<file path="config.mk">
export PLATFORM = sky130hd
export DESIGN_NAME = gpa_cipher_authenticator
export DESIGN_NICKNAME = d
export VERILOG_FILES = /design/src/hdl/gca_pkg.sv /design/src/hdl/gpa_cipher_authenticator.sv /design/src/hdl/gca_datapath.sv /design/src/hdl/gca_controller.sv
export SDC_FILE = /design/constraint.sdc
export NUM_CORES = 1
export LEC_CHECK = 0
export ABC_AREA = 1
export BUFFER_PORTS_ARGS = -buffer_cell sky130_fd_sc_hd__buf_2
export CAP_MARGIN = 10
export CORE_ASPECT_RATIO = 0.5
export CORE_MARGIN = 1
export CORE_UTILIZATION = 65
export CTS_BUF_LIST = sky130_fd_sc_hd__clkbuf_8
export DETAILED_ROUTE_END_ITERATION = 8
export PLACE_DENSITY = 0.87
export SKIP_LAST_GASP = 1
export SLEW_MARGIN = 20
export SYNTH_ARGS = -nofsm -noshare
export SYNTH_HDL_FRONTEND = slang
export SYNTH_SLANG_ARGS = --single-unit
</file>
<file path="constraint.sdc">
create_clock -name clk -period 8 [get_ports clk]
set_clock_uncertainty 0.2 [all_clocks]
set_input_delay 1.2 -clock clk [delete_from_list [all_inputs] [get_ports clk]]
set_output_delay 1.2 -clock clk [all_outputs]
set_load 0.03 [all_outputs]
</file>
<file path="src/hdl/gca_pkg.sv">
package gca_pkg;

  localparam int unsigned WordWidth  = 64;
  localparam int unsigned ByteWidth  = 8;
  localparam int unsigned RWidth     = 5;
  localparam int unsigned SWidth     = 7;
  localparam int unsigned TWidth     = 5;
  localparam int unsigned RDepth     = 7;
  localparam int unsigned SDepth     = 7;
  localparam int unsigned TDepth     = 5;
  localparam int unsigned GroupWidth = 3;
  localparam int unsigned PosWidth   = 2;
  localparam int unsigned StepWidth  = 6;

  localparam logic [4:0] Mod31  = 5'd31;
  localparam logic [6:0] Mod127 = 7'd127;

  // configuration register indexes
  typedef enum logic {
    CFG_CRYPTO = 1'b0,
    CFG_SEED   = 1'b1
  } cfg_index_t;

  // controller to datapath
  typedef struct packed {
    logic                  clear;    // start of item: zero registers, take challenge
    logic                  absorb;   // clock registers with an injected byte
    logic                  gen;      // clock registers with no injection
    logic                  load_out; // move finished byte pair to output register
    logic [GroupWidth-1:0] grp;      // absorb group, 0..7
    logic [PosWidth-1:0]   pos;      // position in group, 0..2
    logic [StepWidth-1:0]  step;     // output step, 0..63
  } gca_cmd_t;

  // sum of two 5-bit values, folded into 1..31 when above 31
  function automatic logic [4:0] fold31(input logic [5:0] sum);
    logic [5:0] diff;
    diff = sum - {1'b0, Mod31};
    return (sum > {1'b0, Mod31}) ? diff[4:0] : sum[4:0];
  endfunction

  // sum of two 7-bit values, folded into 1..127 when above 127
  function automatic logic [6:0] fold127(input logic [7:0] sum);
    logic [7:0] diff;
    diff = sum - {1'b0, Mod127};
    return (sum > {1'b0, Mod127}) ? diff[6:0] : sum[6:0];
  endfunction

endpackage

</file>
<file path="src/hdl/gpa_cipher_authenticator.sv">
// Channel   Direction  Handshake             Payload
// in        to block   in_valid / in_ready   host_challenge
// out       from block out_valid / out_ready byte_index, session_byte, response_byte, last_pair
// cfg       to block   cfg_valid / cfg_ready cfg_index, cfg_data
//
// A challenge is taken, then run through 24 absorb steps and 64 output steps,
// one register clock per cycle through the shared R/S/T shift unit while the
// output steps are not stalled. Eight byte pairs come out; the next challenge
// is taken once the last step is done, even with the final pair still held.
// A pair still unread when the next one finishes stalls the output steps.
// rst is synchronous; it clears control state and both configuration words.
module gpa_cipher_authenticator (
  input  logic        clk,
  input  logic        rst,
  input  logic        in_valid,
  output logic        in_ready,
  input  logic [63:0] host_challenge,
  output logic        out_valid,
  input  logic        out_ready,
  output logic [2:0]  byte_index,
  output logic [7:0]  session_byte,
  output logic [7:0]  response_byte,
  output logic        last_pair,
  input  logic        cfg_valid,
  output logic        cfg_ready,
  input  logic        cfg_index,
  input  logic [63:0] cfg_data
);

  gca_pkg::gca_cmd_t cmd;

  assign cfg_ready = 1'b1;

  gca_controller u_ctrl (
    .clk       (clk),
    .rst       (rst),
    .in_valid  (in_valid),
    .in_ready  (in_ready),
    .out_valid (out_valid),
    .out_ready (out_ready),
    .cmd       (cmd)
  );

  gca_datapath u_dp (
    .clk            (clk),
    .rst            (rst),
    .cmd            (cmd),
    .host_challenge (host_challenge),
    .cfg_we         (cfg_valid && cfg_ready),
    .cfg_index      (cfg_index),
    .cfg_data       (cfg_data),
    .byte_index     (byte_index),
    .session_byte   (session_byte),
    .response_byte  (response_byte),
    .last_pair      (last_pair)
  );

endmodule

</file>
<file path="src/hdl/gca_datapath.sv">
module gca_datapath (
  input  logic                       clk,
  input  logic                       rst,
  input  gca_pkg::gca_cmd_t          cmd,
  input  logic [gca_pkg::WordWidth-1:0] host_challenge,
  input  logic                       cfg_we,
  input  logic                       cfg_index,
  input  logic [gca_pkg::WordWidth-1:0] cfg_data,
  output logic [2:0]                 byte_index,
  output logic [7:0]                 session_byte,
  output logic [7:0]                 response_byte,
  output logic                       last_pair
);

  logic [gca_pkg::WordWidth-1:0] crypto_value;
  logic [gca_pkg::WordWidth-1:0] secret_seed;
  logic [gca_pkg::WordWidth-1:0] challenge;

  logic [gca_pkg::RDepth-1:0][gca_pkg::RWidth-1:0] reg_r, reg_r_next;
  logic [gca_pkg::SDepth-1:0][gca_pkg::SWidth-1:0] reg_s, reg_s_next;
  logic [gca_pkg::TDepth-1:0][gca_pkg::TWidth-1:0] reg_t, reg_t_next;

  logic [7:0] sess_acc;
  logic [3:0] resp_hi;

  logic [7:0]                    key_word_byte;
  logic [7:0]                    chal_byte;
  logic [7:0]                    in_byte;
  logic [gca_pkg::WordWidth-1:0] key_word;
  logic [2:0]                    key_sel;
  logic [4:0]                    inj_r, inj_t;
  logic [6:0]                    inj_s;
  logic [4:0]                    rot_r;
  logic [6:0]                    rot_s;
  logic [3:0]                    mix_a, mix_c, mix_x;
  logic [3:0]                    nibble;

  // byte to absorb: two key bytes then one challenge byte per group
  always_comb begin
    key_word      = cmd.grp[2] ? secret_seed : crypto_value;
    key_sel       = {cmd.grp[1:0], cmd.pos[0]};
    key_word_byte = key_word[{key_sel, 3'b000} +: 8];
    chal_byte     = challenge[{cmd.grp, 3'b000} +: 8];
    in_byte       = (cmd.pos == 2'd2) ? chal_byte : key_word_byte;
  end

  always_comb begin
    if (cmd.absorb) begin
      inj_r = in_byte[4:0];
      inj_s = {in_byte[3:0], in_byte[7:5]};
      inj_t = in_byte[7:3];
    end else begin
      inj_r = '0;
      inj_s = '0;
      inj_t = '0;
    end
  end

  always_comb begin
    rot_r = {reg_r[6][3:0], reg_r[6][4]};
    reg_r_next[6] = reg_r[5];
    reg_r_next[5] = reg_r[4];
    reg_r_next[4] = reg_r[3];
    reg_r_next[3] = reg_r[2] ^ inj_r;
    reg_r_next[2] = reg_r[1];
    reg_r_next[1] = reg_r[0];
    reg_r_next[0] = gca_pkg::fold31({1'b0, reg_r[3]} + {1'b0, rot_r});

    rot_s = {reg_s[6][5:0], reg_s[6][6]};
    reg_s_next[6] = reg_s[5];
    reg_s_next[5] = reg_s[4] ^ inj_s;
    reg_s_next[4] = reg_s[3];
    reg_s_next[3] = reg_s[2];
    reg_s_next[2] = reg_s[1];
    reg_s_next[1] = reg_s[0];
    reg_s_next[0] = gca_pkg::fold127({1'b0, reg_s[5]} + {1'b0, rot_s});

    reg_t_next[4] = reg_t[3];
    reg_t_next[3] = reg_t[2];
    reg_t_next[2] = reg_t[1] ^ inj_t;
    reg_t_next[1] = reg_t[0];
    reg_t_next[0] = gca_pkg::fold31({1'b0, reg_t[2]} + {1'b0, reg_t[4]});

    // keystream nibble from the freshly clocked registers
    mix_a  = reg_r_next[0][3:0] ^ reg_r_next[4][3:0];
    mix_c  = reg_t_next[0][3:0] ^ reg_t_next[3][3:0];
    mix_x  = reg_s_next[0][3:0];
    nibble = (mix_a & ~mix_x) | (mix_x & mix_c);
  end

  always_ff @(posedge clk) begin
    if (rst) begin
      crypto_value <= '0;
      secret_seed  <= '0;
    end else if (cfg_we) begin
      case (gca_pkg::cfg_index_t'(cfg_index))
        gca_pkg::CFG_CRYPTO: crypto_value <= cfg_data;
        gca_pkg::CFG_SEED:   secret_seed  <= cfg_data;
        default:             crypto_value <= crypto_value;
      endcase
    end
  end

  always_ff @(posedge clk) begin
    if (cmd.clear) begin
      reg_r     <= '0;
      reg_s     <= '0;
      reg_t     <= '0;
      challenge <= host_challenge;
    end else if (cmd.absorb || cmd.gen) begin
      reg_r <= reg_r_next;
      reg_s <= reg_s_next;
      reg_t <= reg_t_next;
    end
  end

  // only the second step of each pair yields a nibble
  always_ff @(posedge clk) begin
    if (cmd.gen && cmd.step[0]) begin
      case (cmd.step[2:1])
        2'd0:    sess_acc[7:4] <= nibble;
        2'd1:    sess_acc[3:0] <= nibble;
        2'd2:    resp_hi       <= nibble;
        default: resp_hi       <= resp_hi;
      endcase
    end
    if (cmd.load_out) begin
      byte_index    <= cmd.step[5:3];
      session_byte  <= sess_acc;
      response_byte <= {resp_hi, nibble};
      last_pair     <= &cmd.step[5:3];
    end
  end

endmodule

</file>
<file path="src/hdl/gca_controller.sv">
module gca_controller (
  input  logic              clk,
  input  logic              rst,
  input  logic              in_valid,
  output logic              in_ready,
  output logic              out_valid,
  input  logic              out_ready,
  output gca_pkg::gca_cmd_t cmd
);

  typedef enum logic [1:0] {
    IDLE,
    ABSORB,
    GEN
  } state_t;

  state_t                            state;
  logic [gca_pkg::GroupWidth-1:0]    grp;
  logic [gca_pkg::PosWidth-1:0]      pos;
  logic [gca_pkg::StepWidth-1:0]     step;
  logic                              pair_end;
  logic                              gen_go;

  assign in_ready = (state == IDLE);
  assign pair_end = (&step[2:0]);
  // hold the step that finishes a pair while the last pair is still unread
  assign gen_go   = (state == GEN) && !(pair_end && out_valid && !out_ready);

  always_comb begin
    cmd          = '0;
    cmd.clear    = in_valid && in_ready;
    cmd.absorb   = (state == ABSORB);
    cmd.gen      = gen_go;
    cmd.load_out = gen_go && pair_end;
    cmd.grp      = grp;
    cmd.pos      = pos;
    cmd.step     = step;
  end

  always_ff @(posedge clk) begin
    if (rst) begin
      state     <= IDLE;
      grp       <= '0;
      pos       <= '0;
      step      <= '0;
      out_valid <= 1'b0;
    end else begin
      if (cmd.load_out) begin
        out_valid <= 1'b1;
      end else if (out_ready) begin
        out_valid <= 1'b0;
      end
      case (state)
        IDLE: begin
          if (in_valid) begin
            state <= ABSORB;
            grp   <= '0;
            pos   <= '0;
          end
        end
        ABSORB: begin
          if (pos == 2'd2) begin
            pos <= '0;
            grp <= grp + 3'd1;
            if (&grp) begin
              state <= GEN;
              step  <= '0;
            end
          end else begin
            pos <= pos + 2'd1;
          end
        end
        GEN: begin
          if (gen_go) begin
            step <= step + 6'd1;
            if (&step) begin
              state <= IDLE;
            end
          end
        end
        default: state <= IDLE;
      endcase
    end
  end

  // a finished pair never overwrites one that is still waiting
  a_no_overwrite: assert property (@(posedge clk) disable iff (rst)
    cmd.load_out |-> (!out_valid || out_ready))
    else $error("output pair overwritten");

  // every item starts absorbing at the first group
  a_start: assert property (@(posedge clk) disable iff (rst)
    (in_valid && in_ready) |=> (state == ABSORB && grp == '0 && pos == '0))
    else $error("absorb did not start cleanly");

  // the last output step returns to idle
  a_finish: assert property (@(posedge clk) disable iff (rst)
    (gen_go && (&step)) |=> (state == IDLE && out_valid))
    else $error("item did not finish after last pair");

  a_no_absorb_in_gen: assert property (@(posedge clk) disable iff (rst)
    !(cmd.absorb && cmd.gen))
    else $error("absorb and output step together");

endmodule
</file>
* Word-level counts from Yosys, hierarchy flattened
Index checks and enable logic that the tools add are counted.
Operators by class: add/sub/neg operators 9, magnitude comparators 3, equal/unequal tests 10, shifts and indexed selects 2, muxes and demuxes 26, bitwise operators 10, reductions and logical operators 27
Operator list (number):
- variable part select 64 x 7 -> 8 bit | 2
- 2-to-1 mux 64 bit | 1
- 2-to-1 mux 5 bit | 4
- 2-to-1 mux 6 bit | 3
- 2-to-1 mux 2 bit | 7
- 2-to-1 mux 7 bit | 2
- adder 5 x 5 -> 6 bit | 2
- > comparator 6 x 5 -> 1 bit (second input constant) | 2
- one-hot mux 6 bit (2 select lines) | 1
- AND reduction 2 bit | 6
- AND reduction 3 bit | 4
- subtractor 5 bit (second input constant) | 2
- XOR 5 bit | 2
- adder 7 x 7 -> 8 bit | 1
- bitwise AND 4 bit | 2
- > comparator 8 x 7 -> 1 bit (second input constant) | 1
- 2-to-1 mux 8 bit | 1
- inequality test 2 bit (second input constant) | 4
- XOR 4 bit | 2
- subtractor 7 bit (second input constant) | 1
- XOR 7 bit | 1
- adder 6 x 1 -> 6 bit (second input constant) | 1
- == test 2 bit (second input constant) | 3
- logical AND 1 bit | 6
- other kinds (19) | 26
Word-level totals: register bits 347, bits of input ports 134, output and inout port bits 23, word-level logic and storage cells 121

* Logic depth before layout (Yosys ltp)
Gate-level depths: netlist of run 1.
depth after elaboration 7, depth in mapped cells 14

* Hierarchy
Synthesis of run 1 repeated with hierarchy kept, for this count alone.
Unflattened totals: cell total of the unflattened synthesis 1941, area, all modules 15416.0 µm²
By module, submodules not included:
- gca_datapath | times used 1, cells an instance 1834, area each 14625.3 µm², seq. area each 7627.3 µm²
- gca_controller | times used 1, cells an instance 105, area each 779.5 µm², seq. area each 280.3 µm²
- gpa_cipher_authenticator | times used 1, cells an instance 2, area each 11.3 µm², seq. area each 0.0 µm²

* Worst setup path before layout of run 1
No wires, ideal clock.
path kind input to register, start point in in_valid, end point reg u_ctrl.grp[1] (netlist name), arrival 3.081 ns, path slack 4.587 ns, stages on the path 7, cells stage by stage nand2_1 inv_1 nor2_1 nor2_1 inv_1 nand2_1 a21oi_1
Between the ends: longest elaborated chain between the ends 2
RTL lines:
- start, declared | line gpa_cipher_authenticator.sv:15 | input logic in_valid,
- inequality test 2 bit (no line)
- AND reduction 3 bit (no line)
- end signal, assigned | line gca_controller.sv:64 | grp <= grp + 3'd1;
- end, declared | line gca_controller.sv:18 | logic [gca_pkg::GroupWidth-1:0] grp;
Every way passes these cells. A chain may end at the register's enable or synchronous reset.

* Worst setup path in the final report of run 1
start point in out_ready, end point reg u_dp.reg_t[1] (netlist name)
Between the ends: longest elaborated chain between the ends 5
RTL lines:
- start, declared | line gpa_cipher_authenticator.sv:19 | input logic out_ready,
- logical NOT 1 bit | line gca_controller.sv:27 | assign gen_go = (state == GEN) && !(pair_end && out_valid && !out_ready);
- logical AND 1 bit | line gca_controller.sv:27
- logical NOT 1 bit | line gca_controller.sv:27
- logical AND 1 bit | line gca_controller.sv:27
- logical OR 1 bit | line gca_datapath.sv:110 | end else if (cmd.absorb || cmd.gen) begin
- end signal, assigned | line gca_datapath.sv:113 | reg_t <= reg_t_next;
- end, declared | line gca_datapath.sv:21 | logic [gca_pkg::TDepth-1:0][gca_pkg::TWidth-1:0] reg_t, reg_t_next;
Every way passes these cells.

==> metrics.log, run 1 <==
INFO  metric status = finished, final reports clean
INFO  metric clkSlewWorstSetupHoldPaths = 0.07 ns
INFO  metric detailroute.via_count = 12,883
INFO  metric grt_pass1_vias = 11,669
INFO  metric crit_buf_inv = 6
INFO  metric seq_area_frac_synth = 52.2%
INFO  metric drt_wl_total = 35.8 mm
INFO  metric worst_setup_path_start_kind = primary input
INFO  metric synth_enable_flop_cells = 96
INFO  metric post_synthesis_to_final_layout_area_growth = 10.8%
INFO  metric synth_ff_type = sky130_fd_sc_hd__dfxtp_1
INFO  metric floorplan.initialDensity = 66.4%
INFO  metric yosysTopAreaCellShare = 33.2%
INFO  metric dr.first_iter.drc_count = 1,294
INFO  metric synthDistinctLibCells = 35
INFO  metric peakVddDrop = 155 uV
INFO  metric critical_path_class = in -> reg
INFO  metric regArea = 7910 um2
INFO  metric tritoncts.num_buffers = 45
INFO  metric place.detailed.instances = 2,249
INFO  metric ioPinCount = 157
INFO  metric layout.cell_area.non_filler = 16,800 um2
INFO  metric tcrit_tclk_final = 47.3%
INFO  metric critical_path_required = 8.26 ns
INFO  metric netlist_top_cells_area = sky130_fd_sc_hd__dfxtp_1, sky130_fd_sc_hd__edfxtp_1, sky130_fd_sc_hd__o21ai_0, sky130_fd_sc_hd__nand2_1, sky130_fd_sc_hd__nor2_1
INFO  metric fmaxAchievable = 264 MHz
INFO  metric final_cells = 2,336
INFO  metric nFillCells = 1,717
INFO  metric cts_max_level = 2
INFO  metric multi_input_comb_area = 5860 um2
INFO  metric total_power = 0.00399 W
INFO  metric synth_async_sr_flop_share = 0%
INFO  metric timing.reg2reg.setup_slack = 4.27 ns
INFO  metric cts_tree = yes
INFO  metric regToRegStartpoint = u_ctrl.step[1]
INFO  metric place_congestion = 0.833
INFO  metric worstReg2RegEnd = u_dp.reg_t[1]
INFO  metric die_y = 110 um
INFO  metric worstRegToRegCells = 12
INFO  metric port_buffers = 155
INFO  metric p_leak = 7.39 nW
INFO  metric critical-path-max-stage-delay = 0.67 ns
INFO  metric mappedNetlistArea = 15,200 um2
INFO  metric most_frequently_used_cell_type_in_the_post_synthesis_netlist = sky130_fd_sc_hd__o21ai_0
INFO  metric cts-resized-gates = 0
INFO  metric crit_path_cell_trace = buf_2 > nor2_1 > nand2_1 > nand2_1 > inv_2 > nor2_4 > buf_4 > inv_2 > buf_4 > o21ai_0 > o21bai_1 > inv_1
INFO  metric grt.met3_usage = 5.19%
INFO  metric num-nets-final = 2,150
INFO  metric syn_nets = 2,053
INFO  metric hpwl_after_detailed_placement = 22.4 mm
INFO  metric final_antenna_net_count = 0
INFO  metric placedInstanceArea = 15,900 um2
INFO  metric use_met1 = 38.6%
INFO  metric grt.overflow.total = 0
INFO  metric grt_start_max_net_pins = 129
INFO  metric max_cap_viol_count = 0
INFO  metric setup-violations-final = 0
INFO  metric grt_first_pass_wirelength = 56.3 mm
INFO  metric cts_root_buffer = sky130_fd_sc_hd__clkbuf_8
INFO  metric syn-mean-instance-area = 8.01 um2
INFO  metric cts_buffer_depth = 3
INFO  metric synthCells = 1,892
INFO  metric critPathSlowestCell = sky130_fd_sc_hd__buf_4
INFO  metric timing.hold.worst_path_depth = 0
INFO  metric synth.yosys.warnings = 0
INFO  metric first_pass_iters = 5
INFO  metric gr-usage-all-layers = 29.5%
INFO  metric cts_hold_buf = 0
INFO  metric cp_max_fo = 101
INFO  metric share_of_layout_cells_above_drive_strength_1 = 13.0%
INFO  metric min-delay-path-class = reg -> reg
INFO  metric rows = 39
INFO  metric hold_end = u_dp.session_byte[4]
INFO  metric post-cts-setup-buffer-count = 0
INFO  metric route.detailed.wl_per_inst = 15.3 um
INFO  metric dieArea = 24,000 um2
INFO  metric critical_path.top_delay_family = buffers and inverters
INFO  metric timing.max_slew.rel_slack = 36.7%
INFO  metric finalCoreUtilization = 73.5%
INFO  metric drt-vias-per-instance = 5.51
INFO  metric setup-tns-final = 0 ns
INFO  metric critical_path.endpoint_type = register
INFO  metric rsz0062_at_grt = no
INFO  metric design.core.area = 22,800 um2
INFO  metric worst-slew-pin-transition = 0.946 ns
INFO  metric clk_latency = 0.57 ns
INFO  metric grt_antenna_before_repair = 3
INFO  metric netlist.top_cell.by_area = sky130_fd_sc_hd__dfxtp_1
INFO  metric route.detailed.drc = 0
INFO  metric worstPathArrival = 4.05 ns
INFO  metric ys_ff_latch = 347
INFO  metric die_width = 218 um
INFO  metric final.min_clock_period = 3.78 ns
INFO  metric most_used_layer_global_route = met2
INFO  metric synth_top_cells_by_count = sky130_fd_sc_hd__o21ai_0, sky130_fd_sc_hd__nand2_1, sky130_fd_sc_hd__dfxtp_1
INFO  metric timing_hold_violations_final = 0
INFO  metric clock_sink_count = 347
INFO  metric met2_grt_util = 49.3%
INFO  metric min_from = u_dp.sess_acc[4]
INFO  metric max_slew_violation_total_from_the_final_report = 0
INFO  metric powerDensity = 238 nW/um2
layout make-up:
cell class              count  area share (%)
flip-flops and latches    347            47.1
multi-input cells        1197            34.9
inverters                 231            5.16
repair buffers            167            5.16
clock buffers              54            4.43
well taps                 307            2.29
clock inverters            30           0.961
diodes                      3          0.0447
per-layer routing:
metal / routed length [um] / vias to the layer above
met2: 16800 / 455
li1: - / 6399
met5: 0 / -
met3: 2320 / 92
met4: 1150 / 0
met1: 15600 / 5937
worst max-delay path by stage:
| stage | startpoint | end | slack, ns | depth (start not counted) |
|---|---|---|---|---|
| floorplan | in_valid | u_ctrl.grp[1] | 4.59 | 7 |
| global placement | out_ready | u_dp.reg_t[1] | 3.82 | 12 |
| detailed placement | out_ready | u_dp.reg_t[1] | 3.71 | 12 |
| CTS | out_ready | u_dp.reg_r[15] | 4.30 | 13 |
| global route | out_ready | u_dp.reg_s[37] | 3.93 | 13 |
| finish | out_ready | u_dp.reg_t[1] | 4.22 | 12 |
sequential cells by signal, summed over array words and instances, names as in the netlist:
name	count
u_dp.challenge	64
u_ctrl.step	6
u_dp.reg_s	49
u_dp.secret_seed	64
u_dp.byte_index	3
u_ctrl.pos	2
u_dp.resp_hi	4
u_dp.session_byte	8
u_ctrl.out_valid	1
u_dp.sess_acc	8
u_ctrl.grp	3
u_dp.crypto_value	64
u_dp.reg_r	35
u_dp.response_byte	8
u_dp.last_pair	1
u_dp.reg_t	25
u_ctrl.state	2
cells by family (layout without fill, tap and decap cells):
logic type | after synthesis | in the layout | synth area share, %
xor gates and xnor gates | 23 | 23 | 1.38
DFF | 347 | 347 | 52.2
adders and majority gates | 27 | 27 | 2.38
other | 1 | 4 | 0.0247
AOI/OAI and AO/OA | 473 | 473 | 16.1
buffers and inverters | 348 | 482 | 9.35
and+or+nand+nor | 673 | 673 | 18.6
placed cells by master (no fill, tap or decap), types with 3 or more instances in the layout:
cell type / netlist / routed
sky130_fd_sc_hd__o21bai_1: 6 / 6
sky130_fd_sc_hd__nand3_1: 166 / 166
sky130_fd_sc_hd__nor2_1: 223 / 223
sky130_fd_sc_hd__clkbuf_8: 0 / 54
sky130_fd_sc_hd__o21ai_0: 276 / 276
sky130_fd_sc_hd__xnor2_1: 9 / 9
sky130_fd_sc_hd__clkinv_2: 0 / 15
sky130_fd_sc_hd__nor3_1: 6 / 6
sky130_fd_sc_hd__dfxtp_1: 251 / 249
sky130_fd_sc_hd__a21oi_1: 167 / 167
sky130_fd_sc_hd__nand3_2: 3 / 3
sky130_fd_sc_hd__o211ai_1: 16 / 16
sky130_fd_sc_hd__inv_1: 221 / 224
sky130_fd_sc_hd__edfxtp_1: 96 / 96
sky130_fd_sc_hd__nand3b_1: 3 / 3
sky130_fd_sc_hd__buf_2: 41 / 155
sky130_fd_sc_hd__a211oi_1: 4 / 4
sky130_fd_sc_hd__diode_2: 0 / 3
sky130_fd_sc_hd__o21ai_1: 3 / 3
sky130_fd_sc_hd__ha_1: 24 / 24
sky130_fd_sc_hd__inv_2: 9 / 11
sky130_fd_sc_hd__clkinv_1: 1 / 9
sky130_fd_sc_hd__fa_1: 3 / 3
sky130_fd_sc_hd__nand2_1: 255 / 253
sky130_fd_sc_hd__nand4_1: 10 / 10
sky130_fd_sc_hd__xor2_1: 13 / 13
sky130_fd_sc_hd__buf_4: 8 / 12
power breakdown:
part           switching, W  internal, W  leakage [nW]
clock              0.000662     0.000652         0.500
sequential        0.0000754      0.00198          2.99
combinational      0.000406     0.000219          3.90
metrics by stage:
stage / setup WS (ns) / hold slack [ns]
floorplan: 4.59 / 0.200
detailed placement: 3.71 / 0.205
global placement: 3.82 / 0.200
finish: 4.22 / 0.217
global route: 3.93 / 0.221
CTS: 4.30 / 0.220
Power figures use the tool's default switching activity.
==> run 2: changes to the inputs <==
- ABC_AREA: 1 -> 0
- CORE_UTILIZATION: 65 -> 55
- PLACE_DENSITY: 0.87 -> 0.78
- clock period: 8 -> 3.35 ns (I/O delays scaled with it)
==> metrics.log, run 2 <==
INFO  metric multi_input_comb_area = 6120 um2 (+4.5%)
INFO  metric route.detailed.drc = 0 (unchanged)
INFO  metric most_frequently_used_cell_type_in_the_post_synthesis_netlist = sky130_fd_sc_hd__nand2_1
INFO  metric tcrit_tclk_final = 83.8%
INFO  metric clk_latency = 0.60 ns (+0.03 ns)
INFO  metric clkSlewWorstSetupHoldPaths = 0.07 ns (about the same)
INFO  metric max_cap_viol_count = 0 (unchanged)
INFO  metric max_slew_violation_total_from_the_final_report = 0 (unchanged)
INFO  metric die_width = 231 um (+6.1%)
INFO  metric cp_max_fo = 4 (-96%)
INFO  metric status = finished, final reports clean
INFO  metric regArea = 7910 um2 (about the same)
INFO  metric cts_tree = yes
INFO  metric min-delay-path-class = reg -> reg
INFO  metric netlist.top_cell.by_area = sky130_fd_sc_hd__dfxtp_1
INFO  metric rsz0062_at_grt = no
INFO  metric commonest_cells_after_routing_fill_and_taps_aside = sky130_fd_sc_hd__nand2_1, sky130_fd_sc_hd__dfxtp_1, sky130_fd_sc_hd__a21oi_1
INFO  metric route.detailed.wl_per_inst = 18.8 um (+22%)
INFO  metric drt_wl_total = 39.6 mm (+10%)
INFO  metric yosysTopAreaCellShare = 34.8% (+1.6 points)
INFO  metric worst_setup_path_start_kind = register
INFO  metric final_worst_setup_slack = 0.542 ns (-3.68 ns)
INFO  metric fmaxAchievable = 356 MHz
INFO  metric dr.first_iter.drc_count = 1,288 (-0.46%)
INFO  metric seq_area_frac_synth = 54.7% (+2.5 points)
INFO  metric critical_path_required = 3.45 ns (-4.81 ns)
INFO  metric tritoncts.num_buffers = 47 (+4.4%)
INFO  metric drt-vias-per-instance = 5.69 (+3.1%)
INFO  metric setup-violations-final = 0 (unchanged)
INFO  metric detailedPlace.worstSlack = 0.603 ns (-3.11 ns)
INFO  metric synthCells = 1,455 (-23%)
INFO  metric critical_path_class = reg -> reg
INFO  metric rows = 41 (+5.1%)
INFO  metric powerDensity = 485 nW/um2 (+100%)
INFO  metric nFillCells = 1,732 (+0.87%)
INFO  metric synth_top_cells_by_count = sky130_fd_sc_hd__nand2_1, sky130_fd_sc_hd__dfxtp_1, sky130_fd_sc_hd__a21oi_1
INFO  metric die_y = 117 um (+6.1%)
INFO  metric grt_start_max_net_pins = 87 (-33%)
INFO  metric grt_antenna_before_repair = 4 (+1)
INFO  metric synth_ff_type = sky130_fd_sc_hd__dfxtp_1
INFO  metric p_leak = 6.64 nW (-10%)
INFO  metric timing.reg2reg.setup_slack = 0.54 ns (-3.73 ns)
INFO  metric post_synthesis_to_final_layout_area_growth = 23.4%
INFO  metric synth_enable_flop_cells = 96 (unchanged)
INFO  metric timing_hold_violations_final = 0 (unchanged)
INFO  metric regToRegStartpoint = u_dp.reg_t[10]
INFO  metric netlist_top_cells_area = sky130_fd_sc_hd__dfxtp_1, sky130_fd_sc_hd__edfxtp_1, sky130_fd_sc_hd__nand2_1, sky130_fd_sc_hd__a21oi_1, sky130_fd_sc_hd__mux4_2
INFO  metric post-cts-setup-buffer-count = 0 (unchanged)
INFO  metric place_congestion = 0.845 (+1.3%)
INFO  metric final_antenna_net_count = 0 (unchanged)
INFO  metric worstPathArrival = 2.90 ns (-1.15 ns)
INFO  metric cts_root_buffer = sky130_fd_sc_hd__clkbuf_8
INFO  metric cts_max_level = 2 (unchanged)
INFO  metric cts_buffer_depth = 3 (unchanged)
INFO  metric dieArea = 27,000 um2 (+13%)
INFO  metric gr-usage-all-layers = 29.6% (+0.087 points)
INFO  metric floorplan.initialDensity = 56.7% (-9.7 points)
INFO  metric port_buffers = 155 (unchanged)
INFO  metric cp-startpoint = u_dp.reg_t[10]
INFO  metric ioPinCount = 157 (unchanged)
INFO  metric critical_path.endpoint_type = register
INFO  metric synth.yosys.warnings = 0 (unchanged)
INFO  metric grt_first_pass_wirelength = 62.1 mm (+10%)
INFO  metric grt.overflow.total = 0 (unchanged)
INFO  metric share_of_layout_cells_above_drive_strength_1 = 18.8% (+5.8 points)
INFO  metric min_from = u_dp.sess_acc[0]
INFO  metric top_regs = u_dp.challenge x64, u_dp.crypto_value x64, u_dp.secret_seed x64
INFO  metric synth_async_sr_flop_share = 0% (unchanged)
INFO  metric worst-slew-pin-transition = 0.937 ns (-0.00886 ns)
INFO  metric timing.max_slew.rel_slack = 37.5% (+0.82 points)
INFO  metric grt_pass1_vias = 11,813 (+1.2%)
INFO  metric ys_ff_latch = 347 (unchanged)
INFO  metric clock_sink_count = 347 (unchanged)
INFO  metric design.core.area = 25,500 um2 (+12%)
INFO  metric final.min_clock_period = 2.81 ns
INFO  metric num-nets-final = 1,885 (-12%)
INFO  metric mappedNetlistArea = 14,500 um2 (-4.6%)
INFO  metric peakVddDrop = 341 uV (+120%)
INFO  metric syn-mean-instance-area = 9.94 um2 (+24%)
INFO  metric layout_commonest_cell = sky130_fd_sc_hd__nand2_1
INFO  metric synthDistinctLibCells = 64 (+83%)
INFO  metric syn_nets = 1,616 (-21%)
INFO  metric first_pass_iters = 6 (+1)
INFO  metric hpwl_after_detailed_placement = 23.6 mm (+5.1%)
INFO  metric detailroute.via_count = 11,985 (-7.0%)
INFO  metric setup-tns-final = 0 ns (unchanged)
==> run 2: through the flow <==
stage	hold slack (ns)	instances	utilization, %	instance area, um2	power, W
after floorplan	0.200	1455	-	14500	0.00505
after global placement	0.202	1890	61.3	15600	0.00528
after detailed placement	0.206	1890	61.3	15600	0.00531
after CTS	0.221	2104	70.0	17800	0.00856
after global routing	0.227	2107	70.0	17800	0.00896
final	0.218	2108	70.0	17800	0.00866
==> run 2: worst paths after layout <==
kind / to / depth (start not counted)
worst max-delay path: u_dp.response_byte[3] / 8
worst min-delay path: u_dp.session_byte[0] / 0
worst max register to register: u_dp.response_byte[3] / 8
worst min register to register: u_dp.session_byte[0] / 0
==> run 2: final cells by class <==
class	count	share of cell area, %
antenna	4	0.0561
timing repair buffer	314	13.5
clock buffer	55	4.24
clock inverter	30	0.946
sequential	347	44.3
tap	344	2.41
inverter	11	0.252
multi-input combinational	1003	34.3
==> run 2: kinds of logic (layout without fill, tap and decap cells) <==
group           count (synthesis)  in the layout  synth area share, %
xor+xnor                       47             47                 2.95
flops                         347            347                 54.7
buf+inv                       105            410                 3.16
simple gates                  534            534                 15.0
other cells                     1              5               0.0259
mux                            73             73                 9.28
compound gates                321            321                 12.4
fa+ha+maj                      27             27                 2.49
==> run 2: what timing repair did <==
action | 4_1_cts | 5_1_grt
hold endpoints to repair | 192 | 0
hold buffers | 129 | 0
gates resized for setup | 0 | 0
==> run 2: worst max-delay path: stages (launching register included) <==
cell and delay (ns):
sky130_fd_sc_hd__dfxtp_1 0.34, sky130_fd_sc_hd__ha_1 0.26, sky130_fd_sc_hd__fa_1 0.43, sky130_fd_sc_hd__xor2_1 0.31, sky130_fd_sc_hd__o2111ai_1 0.20, sky130_fd_sc_hd__nor4_1 0.30, sky130_fd_sc_hd__a221oi_1 0.12, sky130_fd_sc_hd__xnor2_1 0.21
sky130_fd_sc_hd__mux2i_1 0.15
==> run 2: where the power goes <==
group	switching (W)	internal, W	leakage, nW	total [W]
Combinational	0.000454	0.000361	3.16	0.000815
Clock	0.00163	0.00164	0.554	0.00327
Sequential	0.0000978	0.00447	2.93	0.00457
==> run 2: metal layers <==
layer | GRT usage (%) | vias up | share of wire, %
met2 | 49.2 | 589 | 47
met4 | 18.5 | 0 | 5.4
met3 | 6.62 | 162 | 7.7
met5 | 0 | - | 0
met1 | 35.7 | 5679 | 39
li1 | - | 5555 | -
